--- src/rtl/mec_pkg.sv ---
// Shared types and constants of the Mandelbrot escape counter: microcode word
// layout, the control program ROM, register indexes and Q4.28 saturation.
// No dependencies.
`default_nettype none

package mec_pkg;

    localparam int STEP_W = 4;

    // Register indexes of the configuration port
    typedef enum logic [2:0] {
        CFG_REAL_ORIGIN = 3'd0,
        CFG_IMAG_ORIGIN = 3'd1,
        CFG_REAL_STEP   = 3'd2,
        CFG_IMAG_STEP   = 3'd3,
        CFG_ITER_LIMIT  = 3'd4
    } t_cfg_index;

    // Operand pair fed to the shared multiplier
    typedef enum logic [2:0] {
        MUL_NONE,
        MUL_COL,
        MUL_ROW,
        MUL_RR,
        MUL_II,
        MUL_RI
    } t_mul_sel;

    // Datapath operation of one step
    typedef enum logic [2:0] {
        OP_NONE,
        OP_CAPTURE,
        OP_LOAD_CR,
        OP_LOAD_CI,
        OP_SAVE_SQ,
        OP_ESC_DIFF,
        OP_UPDATE,
        OP_EMIT
    } t_op;

    // Jump condition of one step
    typedef enum logic [2:0] {
        JC_NEVER,
        JC_ALWAYS,
        JC_IN_VALID,
        JC_LIMIT,
        JC_ESCAPE,
        JC_OUT_FREE
    } t_jcond;

    typedef struct packed {
        t_op               op;
        t_mul_sel          mul;
        t_jcond            cond;
        logic              hold;    // stay on this step while the condition is false
        logic [STEP_W-1:0] target;
    } t_ctrl;

    typedef struct packed {
        logic in_valid;
        logic limit_hit;
        logic escape;
        logic out_free;
    } t_status;

    localparam logic [STEP_W-1:0] STEP_IDLE  = 4'd0;
    localparam logic [STEP_W-1:0] STEP_COL   = 4'd1;
    localparam logic [STEP_W-1:0] STEP_ROW   = 4'd2;
    localparam logic [STEP_W-1:0] STEP_START = 4'd3;
    localparam logic [STEP_W-1:0] STEP_LOOP  = 4'd4;
    localparam logic [STEP_W-1:0] STEP_SQ    = 4'd5;
    localparam logic [STEP_W-1:0] STEP_ESC   = 4'd6;
    localparam logic [STEP_W-1:0] STEP_UPD   = 4'd7;
    localparam logic [STEP_W-1:0] STEP_EMIT  = 4'd8;

    localparam logic signed [44:0] Q_MAX_W = 45'sd2147483647;
    localparam logic signed [44:0] Q_MIN_W = -45'sd2147483648;

    // Control program: one word per step
    function automatic t_ctrl mec_rom(input logic [STEP_W-1:0] step);
        t_ctrl w;
        case (step)
            STEP_IDLE:  w = '{op: OP_CAPTURE, mul: MUL_NONE, cond: JC_IN_VALID,
                              hold: 1'b1, target: STEP_COL};
            STEP_COL:   w = '{op: OP_NONE, mul: MUL_COL, cond: JC_NEVER,
                              hold: 1'b0, target: STEP_IDLE};
            STEP_ROW:   w = '{op: OP_LOAD_CR, mul: MUL_ROW, cond: JC_NEVER,
                              hold: 1'b0, target: STEP_IDLE};
            STEP_START: w = '{op: OP_LOAD_CI, mul: MUL_NONE, cond: JC_NEVER,
                              hold: 1'b0, target: STEP_IDLE};
            STEP_LOOP:  w = '{op: OP_NONE, mul: MUL_RR, cond: JC_LIMIT,
                              hold: 1'b0, target: STEP_EMIT};
            STEP_SQ:    w = '{op: OP_SAVE_SQ, mul: MUL_II, cond: JC_NEVER,
                              hold: 1'b0, target: STEP_IDLE};
            STEP_ESC:   w = '{op: OP_ESC_DIFF, mul: MUL_RI, cond: JC_ESCAPE,
                              hold: 1'b0, target: STEP_EMIT};
            STEP_UPD:   w = '{op: OP_UPDATE, mul: MUL_NONE, cond: JC_ALWAYS,
                              hold: 1'b0, target: STEP_LOOP};
            STEP_EMIT:  w = '{op: OP_EMIT, mul: MUL_NONE, cond: JC_OUT_FREE,
                              hold: 1'b1, target: STEP_IDLE};
            default:    w = '{op: OP_NONE, mul: MUL_NONE, cond: JC_ALWAYS,
                              hold: 1'b0, target: STEP_IDLE};
        endcase
        return w;
    endfunction

    // Clip a wide signed value to the Q4.28 range
    function automatic logic signed [31:0] sat_q(input logic signed [44:0] v);
        logic signed [31:0] r;
        if (v > Q_MAX_W) begin
            r = 32'sh7FFFFFFF;
        end else if (v < Q_MIN_W) begin
            r = 32'sh80000000;
        end else begin
            r = v[31:0];
        end
        return r;
    endfunction

endpackage

`default_nettype wire

--- src/rtl/mec_sequencer.sv ---
// Microcode sequencer of the Mandelbrot escape counter: step counter, program
// ROM read and conditional jumps. Depends on mec_pkg.
`default_nettype none

module mec_sequencer
    import mec_pkg::*;
(
    input  wire          i_clk,
    input  wire          i_rst_n,
    input  wire t_status i_status,
    output t_ctrl        o_ctrl
);

    logic [STEP_W-1:0] r_step;
    logic [STEP_W-1:0] n_step;
    t_ctrl             w_word;
    logic              w_take;

    assign w_word = mec_rom(r_step);
    assign o_ctrl = w_word;

    always_comb begin
        case (w_word.cond)
            JC_NEVER:    w_take = 1'b0;
            JC_ALWAYS:   w_take = 1'b1;
            JC_IN_VALID: w_take = i_status.in_valid;
            JC_LIMIT:    w_take = i_status.limit_hit;
            JC_ESCAPE:   w_take = i_status.escape;
            JC_OUT_FREE: w_take = i_status.out_free;
            default:     w_take = 1'b1;
        endcase
    end

    always_comb begin
        if (w_take) begin
            n_step = w_word.target;
        end else if (w_word.hold) begin
            n_step = r_step;
        end else begin
            n_step = r_step + 1'b1;
        end
    end

    always_ff @(posedge i_clk) begin
        if (!i_rst_n) begin
            r_step <= STEP_IDLE;
        end else begin
            r_step <= n_step;
        end
    end

endmodule

`default_nettype wire

--- src/rtl/mandelbrot_escape_count_unit.sv ---
// Top level of the Mandelbrot escape counter: configuration registers, the
// Q4.28 datapath with one shared multiplier, and the output register.
// Depends on mec_pkg and mec_sequencer.
`default_nettype none

// Counts Mandelbrot iterations for one pixel per input beat. The point
// c = (real_origin + column*real_step, imag_origin + row*imag_step) is formed
// in signed Q4.28 with saturation, z starts at c, and z = z^2 + c repeats while
// |z|^2 <= 4 and fewer than iteration_limit updates have run; the result beat
// carries the number of updates. A microcoded sequencer drives one 32x32
// multiplier three times per iteration. The output register lets a new
// pixel be taken while the previous count still waits downstream. The user
// must write configuration only while the block is idle; the block itself
// does not enforce this.

module mandelbrot_escape_count_unit
    import mec_pkg::*;
#(
    parameter int MAX_DIM = 4096
) (
    input  wire         i_clk,
    input  wire         i_rst_n,
    // configuration write channel
    input  wire         i_cfg_valid,
    output logic        o_cfg_ready,
    input  wire  [2:0]  i_cfg_index,
    input  wire  [31:0] i_cfg_data,
    // pixel input
    input  wire         s_axis_tvalid,
    output logic        s_axis_tready,
    input  wire  [23:0] s_axis_tdata,   // [11:0] column, [23:12] row
    // count output
    output logic        m_axis_tvalid,
    input  wire         m_axis_tready,
    output logic [15:0] m_axis_tdata    // [15:0] iteration_count
);

    localparam logic [16:0]        DIM_W       = 17'(MAX_DIM);
    localparam logic [11:0]        IDX_TOP     = 12'(MAX_DIM - 1);
    localparam logic [64:0]        ESC_BOUND   = 65'd1 << 58;
    localparam logic signed [63:0] DIFF_BOUND  = 64'sd288230376151711744;

    // configuration
    logic signed [31:0] r_real_origin;
    logic signed [31:0] r_imag_origin;
    logic [30:0]        r_real_step;
    logic [30:0]        r_imag_step;
    logic [15:0]        r_iter_limit;

    // datapath
    logic [11:0]        r_col;
    logic [11:0]        r_row;
    logic signed [63:0] r_prod;
    logic signed [63:0] r_acc;
    logic signed [31:0] r_cr;
    logic signed [31:0] r_ci;
    logic signed [31:0] r_zr;
    logic signed [31:0] r_zi;
    logic [15:0]        r_count;
    logic               r_out_valid;
    logic [15:0]        r_out_data;

    t_ctrl              w_ctrl;
    t_status            w_status;
    logic signed [31:0] w_mul_a;
    logic signed [31:0] w_mul_b;
    logic signed [63:0] w_prod;
    logic [11:0]        w_col_c;
    logic [11:0]        w_row_c;
    logic signed [44:0] w_cr_sum;
    logic signed [44:0] w_ci_sum;
    logic signed [44:0] w_zr_sum;
    logic signed [44:0] w_zi_sum;
    logic [64:0]        w_sq_sum;
    logic               w_out_free;

    mec_sequencer u_seq (
        .i_clk    (i_clk),
        .i_rst_n  (i_rst_n),
        .i_status (w_status),
        .o_ctrl   (w_ctrl)
    );

    assign o_cfg_ready   = 1'b1;
    assign s_axis_tready = (w_ctrl.op == OP_CAPTURE);
    assign m_axis_tvalid = r_out_valid;
    assign m_axis_tdata  = r_out_data;

    assign w_out_free = !r_out_valid || m_axis_tready;
    assign w_sq_sum   = {1'b0, r_acc} + {1'b0, r_prod};

    assign w_status.in_valid  = s_axis_tvalid;
    assign w_status.limit_hit = (r_count >= r_iter_limit);
    assign w_status.escape    = (w_sq_sum > ESC_BOUND);
    assign w_status.out_free  = w_out_free;

    assign w_col_c = ({5'b0, s_axis_tdata[11:0]} >= DIM_W) ? IDX_TOP : s_axis_tdata[11:0];
    assign w_row_c = ({5'b0, s_axis_tdata[23:12]} >= DIM_W) ? IDX_TOP : s_axis_tdata[23:12];

    always_comb begin
        case (w_ctrl.mul)
            MUL_COL: begin
                w_mul_a = $signed({20'b0, r_col});
                w_mul_b = $signed({1'b0, r_real_step});
            end
            MUL_ROW: begin
                w_mul_a = $signed({20'b0, r_row});
                w_mul_b = $signed({1'b0, r_imag_step});
            end
            MUL_II: begin
                w_mul_a = r_zi;
                w_mul_b = r_zi;
            end
            MUL_RI: begin
                w_mul_a = r_zr;
                w_mul_b = r_zi;
            end
            default: begin
                w_mul_a = r_zr;
                w_mul_b = r_zr;
            end
        endcase
    end

    assign w_prod = w_mul_a * w_mul_b;

    // point setup: product is a nonnegative index times step below 2^43
    assign w_cr_sum = $signed({1'b0, r_prod[43:0]}) + 45'(r_real_origin);
    assign w_ci_sum = $signed({1'b0, r_prod[43:0]}) + 45'(r_imag_origin);

    // round Q8.56 to Q4.28 (half up) and add c in one adder; r_prod doubled for 2*zr*zi
    assign w_zr_sum = 45'($signed(r_acc[63:28])) + 45'(r_cr) + {44'b0, r_acc[27]};
    assign w_zi_sum = 45'($signed(r_prod[63:27])) + 45'(r_ci) + {44'b0, r_prod[26]};

    always_ff @(posedge i_clk) begin
        if (!i_rst_n) begin
            r_real_origin <= -32'sd536870912;
            r_imag_origin <= -32'sd402653184;
            r_real_step   <= 31'd196608;
            r_imag_step   <= 31'd196608;
            r_iter_limit  <= 16'd100;
        end else if (i_cfg_valid && o_cfg_ready) begin
            case (t_cfg_index'(i_cfg_index))
                CFG_REAL_ORIGIN: r_real_origin <= i_cfg_data;
                CFG_IMAG_ORIGIN: r_imag_origin <= i_cfg_data;
                CFG_REAL_STEP:   r_real_step   <= i_cfg_data[30:0];
                CFG_IMAG_STEP:   r_imag_step   <= i_cfg_data[30:0];
                CFG_ITER_LIMIT:  r_iter_limit  <= i_cfg_data[15:0];
                default: ;
            endcase
        end
    end

    always_ff @(posedge i_clk) begin
        if (w_ctrl.mul != MUL_NONE) begin
            r_prod <= w_prod;
        end
        case (w_ctrl.op)
            OP_CAPTURE: begin
                if (s_axis_tvalid) begin
                    r_col <= w_col_c;
                    r_row <= w_row_c;
                end
            end
            OP_LOAD_CR: begin
                r_cr <= sat_q(w_cr_sum);
                r_zr <= sat_q(w_cr_sum);
            end
            OP_LOAD_CI: begin
                r_ci    <= sat_q(w_ci_sum);
                r_zi    <= sat_q(w_ci_sum);
                r_count <= '0;
            end
            OP_SAVE_SQ: r_acc <= r_prod;
            OP_ESC_DIFF: r_acc <= r_acc - r_prod;
            OP_UPDATE: begin
                r_zr    <= sat_q(w_zr_sum);
                r_zi    <= sat_q(w_zi_sum);
                r_count <= r_count + 1'b1;
            end
            OP_EMIT: begin
                if (w_out_free) begin
                    r_out_data <= r_count;
                end
            end
            default: ;
        endcase
    end

    always_ff @(posedge i_clk) begin
        if (!i_rst_n) begin
            r_out_valid <= 1'b0;
        end else if (w_ctrl.op == OP_EMIT && w_out_free) begin
            r_out_valid <= 1'b1;
        end else if (m_axis_tready) begin
            r_out_valid <= 1'b0;
        end
    end

    // an update only happens below the limit
    a_count_below_limit: assert property (@(posedge i_clk) disable iff (!i_rst_n)
        (w_ctrl.op == OP_UPDATE) |-> (r_count < r_iter_limit))
        else $error("update past iteration limit");

    // a non-escaped point keeps zr^2 - zi^2 within +-4.0
    a_diff_bounded: assert property (@(posedge i_clk) disable iff (!i_rst_n)
        (w_ctrl.op == OP_UPDATE) |-> (r_acc <= DIFF_BOUND && r_acc >= -DIFF_BOUND))
        else $error("square difference out of range at update");

    // an accepted pixel starts the column multiply next
    a_accept_starts: assert property (@(posedge i_clk) disable iff (!i_rst_n)
        (s_axis_tvalid && s_axis_tready) |=> (w_ctrl.mul == MUL_COL))
        else $error("accepted pixel did not start setup");

    // emitting into a free output register raises valid and returns to idle
    a_emit_lands: assert property (@(posedge i_clk) disable iff (!i_rst_n)
        (w_ctrl.op == OP_EMIT && w_out_free) |=> (r_out_valid && w_ctrl.op == OP_CAPTURE))
        else $error("emitted count lost");

endmodule

`default_nettype wire

--- config.mk ---
export PLATFORM = sky130hd
export DESIGN_NAME = mandelbrot_escape_count_unit
export DESIGN_NICKNAME = d
export VERILOG_FILES = /design/src/rtl/mec_pkg.sv /design/src/rtl/mec_sequencer.sv /design/src/rtl/mandelbrot_escape_count_unit.sv
export SDC_FILE = /design/constraint.sdc
export NUM_CORES = 2
export LEC_CHECK = 0
export ABC_AREA = 1
export BUFFER_PORTS_ARGS = -buffer_cell sky130_fd_sc_hd__buf_4
export CORE_UTILIZATION = 40
export DETAILED_ROUTE_END_ITERATION = 16
export GPL_TIMING_DRIVEN = 0
export PLACE_DENSITY = 0.64
export SETUP_SLACK_MARGIN = 0.15
export SKIP_CTS_REPAIR_TIMING = 1
export SLEW_MARGIN = 10
export SYNTH_ARGS = -nofsm -noshare
export SYNTH_HDL_FRONTEND = slang
export SYNTH_SLANG_ARGS = --single-unit
--- constraint.sdc ---
create_clock -name i_clk -period 9.1 [get_ports i_clk]
set_input_delay 1.82 -clock i_clk [delete_from_list [all_inputs] [get_ports i_clk]]
set_output_delay 1.82 -clock i_clk [all_outputs]
set_load 0.005 [all_outputs]
==> Word-level counts from Yosys, hierarchy flattened <==
Memory sizes are Yosys's and may differ from the RTL's. A register that Yosys moved wholly into a read port is not among the register bits.
Index checks and enable logic that the tools add are counted.
{ "op_classes": {"n_addsub": 10, "mul": 1, "order_cmp": 10, "eq_ne": 20, "n_mux": 21, "n_reduce_logical": 18} }
{ "ops": {"columns": ["operator", "n"], "rows": [
  ["$mux W32", 8],
  ["$pmux W32 S3", 2],
  ["$pmux W32 S2", 2],
  ["$pmux W64 S2", 1],
  ["$add A45 B32 Y45", 2],
  ["$gt A45 B32 Y1 const B", 2],
  ["$lt A45 B32 Y1 const B", 2],
  ["$add A64 B64 Y65", 1],
  ["$gt A65 B59 Y1 const B", 1],
  ["$mul A32 B32 Y64", 1],
  ["$sub A64 B64 Y64", 1],
  ["$add A38 B2 Y39", 1],
  ["$gt A39 B32 Y1 const B", 1],
  ["$lt A39 B32 Y1 const B", 1],
  ["$add A37 B2 Y38", 1],
  ["$add A37 B32 Y38", 1],
  ["$gt A38 B32 Y1 const B", 1],
  ["$lt A38 B32 Y1 const B", 1],
  ["$add A36 B32 Y37", 1],
  ["$pmux W16 S2", 1],
  ["$eq A3 B3 Y1 const B", 9],
  ["$eq A3 B2 Y1 const B", 7],
  ["$add A16 B1 Y16 const B", 1],
  ["$ge A16 B16 Y1", 1],
  ["14 further kinds", 30]
]} }
{ "totals": {"regBits": 459, "mem_bits_ro": 208, "in_bits": 64, "output_inout_bits": 19, "wordCells": 98, "n_memories": 1} }
{ "mem_list": {"columns": ["name", "depth", "width", "rd", "rd_ports_with_merged_regs", "wr", "line", "source"], "rows": [
  ["(no name shown)", 16, 13, 1, 1, 0, "mec_pkg.sv:82", "case (step)"]
]} }

==> Longest topological paths before layout <==
{ "logic_depth": {"depth_word": 6, "ltp_mapped": 45, "ltp_nobuf": 43} }

==> Hierarchy <==
From an unflattened synthesis, not the netlist that was laid out.
{ "unflattened": {"cells_unflattened": 9718, "area_unflattened_um2": 74525.2} }
{ "modules_own_cells": {"columns": ["mod", "n_inst", "cells_per_inst", "area_each_um2"], "rows": [
  ["mandelbrot_escape_count_unit", 1, 9599, 73615.6],
  ["mec_sequencer", 1, 119, 909.6]
]} }

==> Worst setup path before layout <==
No wires, ideal clock.
{ "synth_timing": {"kind": "register to register", "from": "reg u_seq.o_ctrl[8] (netlist name)", "to": "reg r_prod[58], data pin", "setup_time_ps": 276, "arrival_ps": 8318, "path_slack_ps": 506, "stages_incl_launch_ff": 33, "n_path_buf": 2, "period_less_slack_ps": 8594, "path_cell_list": "dfxtp_1 > nor2_1 > nand2_1 > clkinv_1 > nor2_1 > nand2_1 > buf_2 > inv_1 > nand2_1 > nand3_1 > clkbuf_1 > nand2_1 > inv_1 > fa_1 > fa_1 > fa_1 > fa_1 > inv_1 > fa_1 > inv_1 > fa_1 > inv_1 > fa_1 > inv_1 > fa_1 > ha_1 > a21oi_1 > inv_1 > a31oi_1 > o21ai_0 > a221oi_1 > o311ai_0 > xor2_1"} }
{ "synth_via": {"elab_chain_len": 4, "elab_cells_between_ends": 8, "classes_between": "mul (1); eq/ne (4); mux (2); reduce/logical (1)"} }
{ "synth_lines": {"columns": ["element", "line", "source"], "rows": [
  ["$eq A3 B3 Y1", "mandelbrot_escape_count_unit.sv:101", "case (w_ctrl.mul)"],
  ["$reduce_or A2 Y1 (no line)", null, null],
  ["$pmux W32 S3", "mandelbrot_escape_count_unit.sv:101", null],
  ["$mul A32 B32 Y64 *", "mandelbrot_escape_count_unit.sv:125", "assign w_prod = w_mul_a * w_mul_b;"],
  ["via w_prod[58]", "mandelbrot_escape_count_unit.sv:67", "logic signed [63:0] w_prod;"],
  ["to (signal assigned)", "mandelbrot_escape_count_unit.sv:156", "r_prod <= w_prod;"],
  ["to (decl)", "mandelbrot_escape_count_unit.sv:53", "logic signed [63:0] r_prod;"]
]} }
The timed path passes the listed nets; every way through them passes the cells marked *.
A chain may end at the register's enable or synchronous reset.

==> Worst setup path after layout <==
{ "layout_timing": {"from": "reg u_seq.o_ctrl[8] (netlist name)", "to": "reg r_prod[44], data pin"} }
{ "layout_via": {"elab_chain_len": 4, "elab_cells_between_ends": 8, "classes_between": "mul (1); eq/ne (4); mux (2); reduce/logical (1)"} }
{ "layout_lines": {"columns": ["element", "line"], "rows": [
  ["$eq A3 B3 Y1", "mandelbrot_escape_count_unit.sv:101"],
  ["$reduce_or A2 Y1 (no line)", null],
  ["$pmux W32 S3", "mandelbrot_escape_count_unit.sv:101"],
  ["$mul A32 B32 Y64 *", "mandelbrot_escape_count_unit.sv:125"],
  ["via w_prod[44]", "mandelbrot_escape_count_unit.sv:67"]
]} }
Marked as above.

==> summary.md <==
| Metric | Value |
|---|---|
| Row Count | `~160` |
| CP startpoint kind | `flip-flop` |
| Clock Sinks | `around 470` |
| Setup TNS | `-150 ps` |
| Crit share post-route | `101%` |
| Data required, critical path | `approximately 9500 ps` |
| CTS root buf | `clkbuf_16` |
| Post-DP HPWL | `roughly 280,000 um` |
| Ys Warns | `0` |
| Share of post-route cells with drive strength above 1 | `a little under an eighth` |
| Final hold vios | `0` |
| Total GRT Usage | `a little over a third` |
| Yosys reg bits | `472` |
| Skew-Pair Late Insertion Delay | `slightly above 700 ps` |
| Worst path max stage delay | `approximately 660 ps` |
| Top Metal Used | `met5` |
| Clock Path Buffers | `3` |
| Cell Area, Synth | `between 0.07 and 0.08 sq mm` |
| Vias | `around 71,000` |
| Max cap viols | `0` |
| Routed wl met2 | `about 150,000 um` |
| Dpl ws | `-2890 ps` |
| I/O pins | `just over 80` |
| Core Region | `~0.19 sq mm` |
| WL met3 | `28,400 um` |
| Synth-to-Final Area Change | `14.6%` |
| Final net count | `~12,000` |
| Residual DRC | `0` |
| Drt first pass iters | `8` |
| Max-slew violations | `0` |
| Status | `finished with violations` |
| CP max-delay cell | `fa_2` |
| Per-cell routed wire length | `roughly 26 um` |
| Number of flops mapped to enable cells by yosys | `about 310` |
| Fraction of registers with async set/reset | `0%` |
| Antenna violations before repair | `20` |
| Violated checks | `negative setup slack` |
| Tmin final | `~9000 ps` |
| Fillers | `roughly 19,000` |
| Slew headroom | `around a tenth` |
| Number of global-route vias before repair | `about 70,000` |
| Global-route wire length before repair | `478,000 um` |
| Initial DRC count | `~7,300` |
| Top_reg_cell synth | `edfxtp_1` |
| Final setup skew | `85.9 ps` |
| Crit path DAT | `approximately 9600 ps` |
| Slew @ Worst Pin | `1360 ps` |
| Net Count, Synth | `roughly 12,000` |
| Tightest Hold Check Type | `flip-flop to flip-flop` |
| H-tree Lvls | `2` |
| RSZ-0062 raised after global routing | `yes` |
| Hold slack final | `between 400 and 500 ps` |
| Finished Cell Area | `0.0862 sq mm` |
| Routed vias/inst | `roughly 5.5` |
| Post-route ant nets | `0` |
| Wl on met1 | `133,000 um` |
| Synth top area cells | `fa_1 29%, edfxtp_1 12%, nand2_1 12%` |
| Die H | `436 um` |
| Max FO, Critical Path | `6` |
| Largest area contributor in the netlist | `fa_1` |
| Post-Place Cell Area | `roughly 0.08 sq mm` |
| I/O Buffers | `81` |
| Post-synthesis sequential area ratio | `between 10% and 20%` |
| Die Area | `between 0.15 and 0.2 sq mm` |
| Final worst slack | `-80.2 ps` |
| Final WL | `roughly 340,000 um` |
| Commonest cells in the netlist | `2,363 x nand2_1, 2,053 x inv_1, 1,123 x nor2_1, 1,090 x fa_1, 517 x a21oi_1` |
| CP Capture Type | `flip-flop` |
| CP Class | `flip-flop to flip-flop` |
| Clock buffer count from CTS | `between 50 and 60` |
| Reg clk slew, reported paths | `about 60 ps` |
| Synth top area share | `between 20 and 30%` |
| Global route overflow | `0` |
| Cell variety after synth | `a little over 60` |
| Avg Cell Area, Syn | `~7.5 sq um` |
| Die Wd | `roughly 440 um` |
| Max Fclk | `between 100 and 150 MHz` |
| Final Setup Violations | `4` |
| Gate Count Post-Synth | `between 10,000 and 15,000` |
| Most common cell in the synthesized netlist | `nand2_1` |
| CTS tree | `yes` |
| Routability cong. | `1.02` |
| Largest net degree at the start of global routing | `65` |
| Starting Density | `between 40% and 50%` |
-- routing by layer --
metal,vias up,global-route usage [%]
met5,-,0
met4,4,21.1
met3,826,5.23
met2,3468,55.4
met1,34800,44.9
li1,31500,-
-- metrics by stage --
stage | utilization (%) | std cells
detailed placement | 42.8 | 12600
finish | 46.3 | 12900
CTS | 43.9 | 12700
global placement | 42.4 | 12600
global route | 46.3 | 12900
floorplan | - | 10000
-- worst max-delay path, delay by kind of cell, from the launching register on --
family	cells	cell delay, ps
AOI/OAI and AO/OA	7	1310
xor gates and xnor gates	1	160
adders and majority gates	9	4530
buffers and inverters	11	1570
DFF	1	380
and+or+nand+nor	8	870
-- path summary, 6_finish.rpt --
check                   from  slack [ps]  cells after the start         endpoint
min          r_imag_step[19]         460                      2  r_imag_step[19]
min reg2reg  r_imag_step[19]         460                      2  r_imag_step[19]
max          u_seq.o_ctrl[8]         -80                     36       r_prod[44]
max reg2reg  u_seq.o_ctrl[8]         -80                     36       r_prod[44]
-- state kept, by name (all words and copies together), names as in the netlist, 16 cells and up --
name / flops
m_axis_tdata: 16
r_cr: 32
r_prod: 64
r_count: 16
r_acc: 64
r_real_origin: 32
r_ci: 32
r_zr: 32
r_imag_step: 31
r_zi: 32
r_iter_limit: 16
r_imag_origin: 32
r_real_step: 31
-- logic make-up (layout without fill, tap and decap cells) --
group / count (synthesis) / after routing / synth area share [%]
simple gates: 3964 / 3964 / 21.0
buf+inv: 2443 / 2868 / 12.4
fa+ha+maj: 1582 / 1582 / 37.2
compound gates: 1289 / 1289 / 9.63
flops: 472 / 472 / 16.7
xor+xnor: 265 / 265 / 3.08
other cells: 1 / 13 / 0.00498
-- cell usage in the layout (no fill, tap or decap), drive strengths merged, types with 149 or more instances in the layout --
master / netlist / layout
dfxtp: 160 / 160
xor2: 149 / 149
ha: 492 / 492
fa: 1090 / 1090
o21ai: 438 / 438
edfxtp: 312 / 312
buf: 90 / 477
nand3: 214 / 214
nand2: 2375 / 2375
clkbuf: 240 / 236
nor2: 1160 / 1160
inv: 2089 / 2078
a21oi: 528 / 528
-- final cells by class --
type                    count  area (sq um)  area share, %
diodes                     12          30.0         0.0348
plain buffers             319          2110           2.45
clock buffers              66          1510           1.75
clock inverters            42           439          0.509
inverters                2113          8070           9.35
multi-input cells        7101         55200           64.0
flip-flops and latches    472         12600           14.6
well taps                2480          3100           3.60
repair buffers            328          3190           3.70
Power is not shown: default switching activity piles up to over one toggle a cycle in this logic, so the estimate is an artifact.
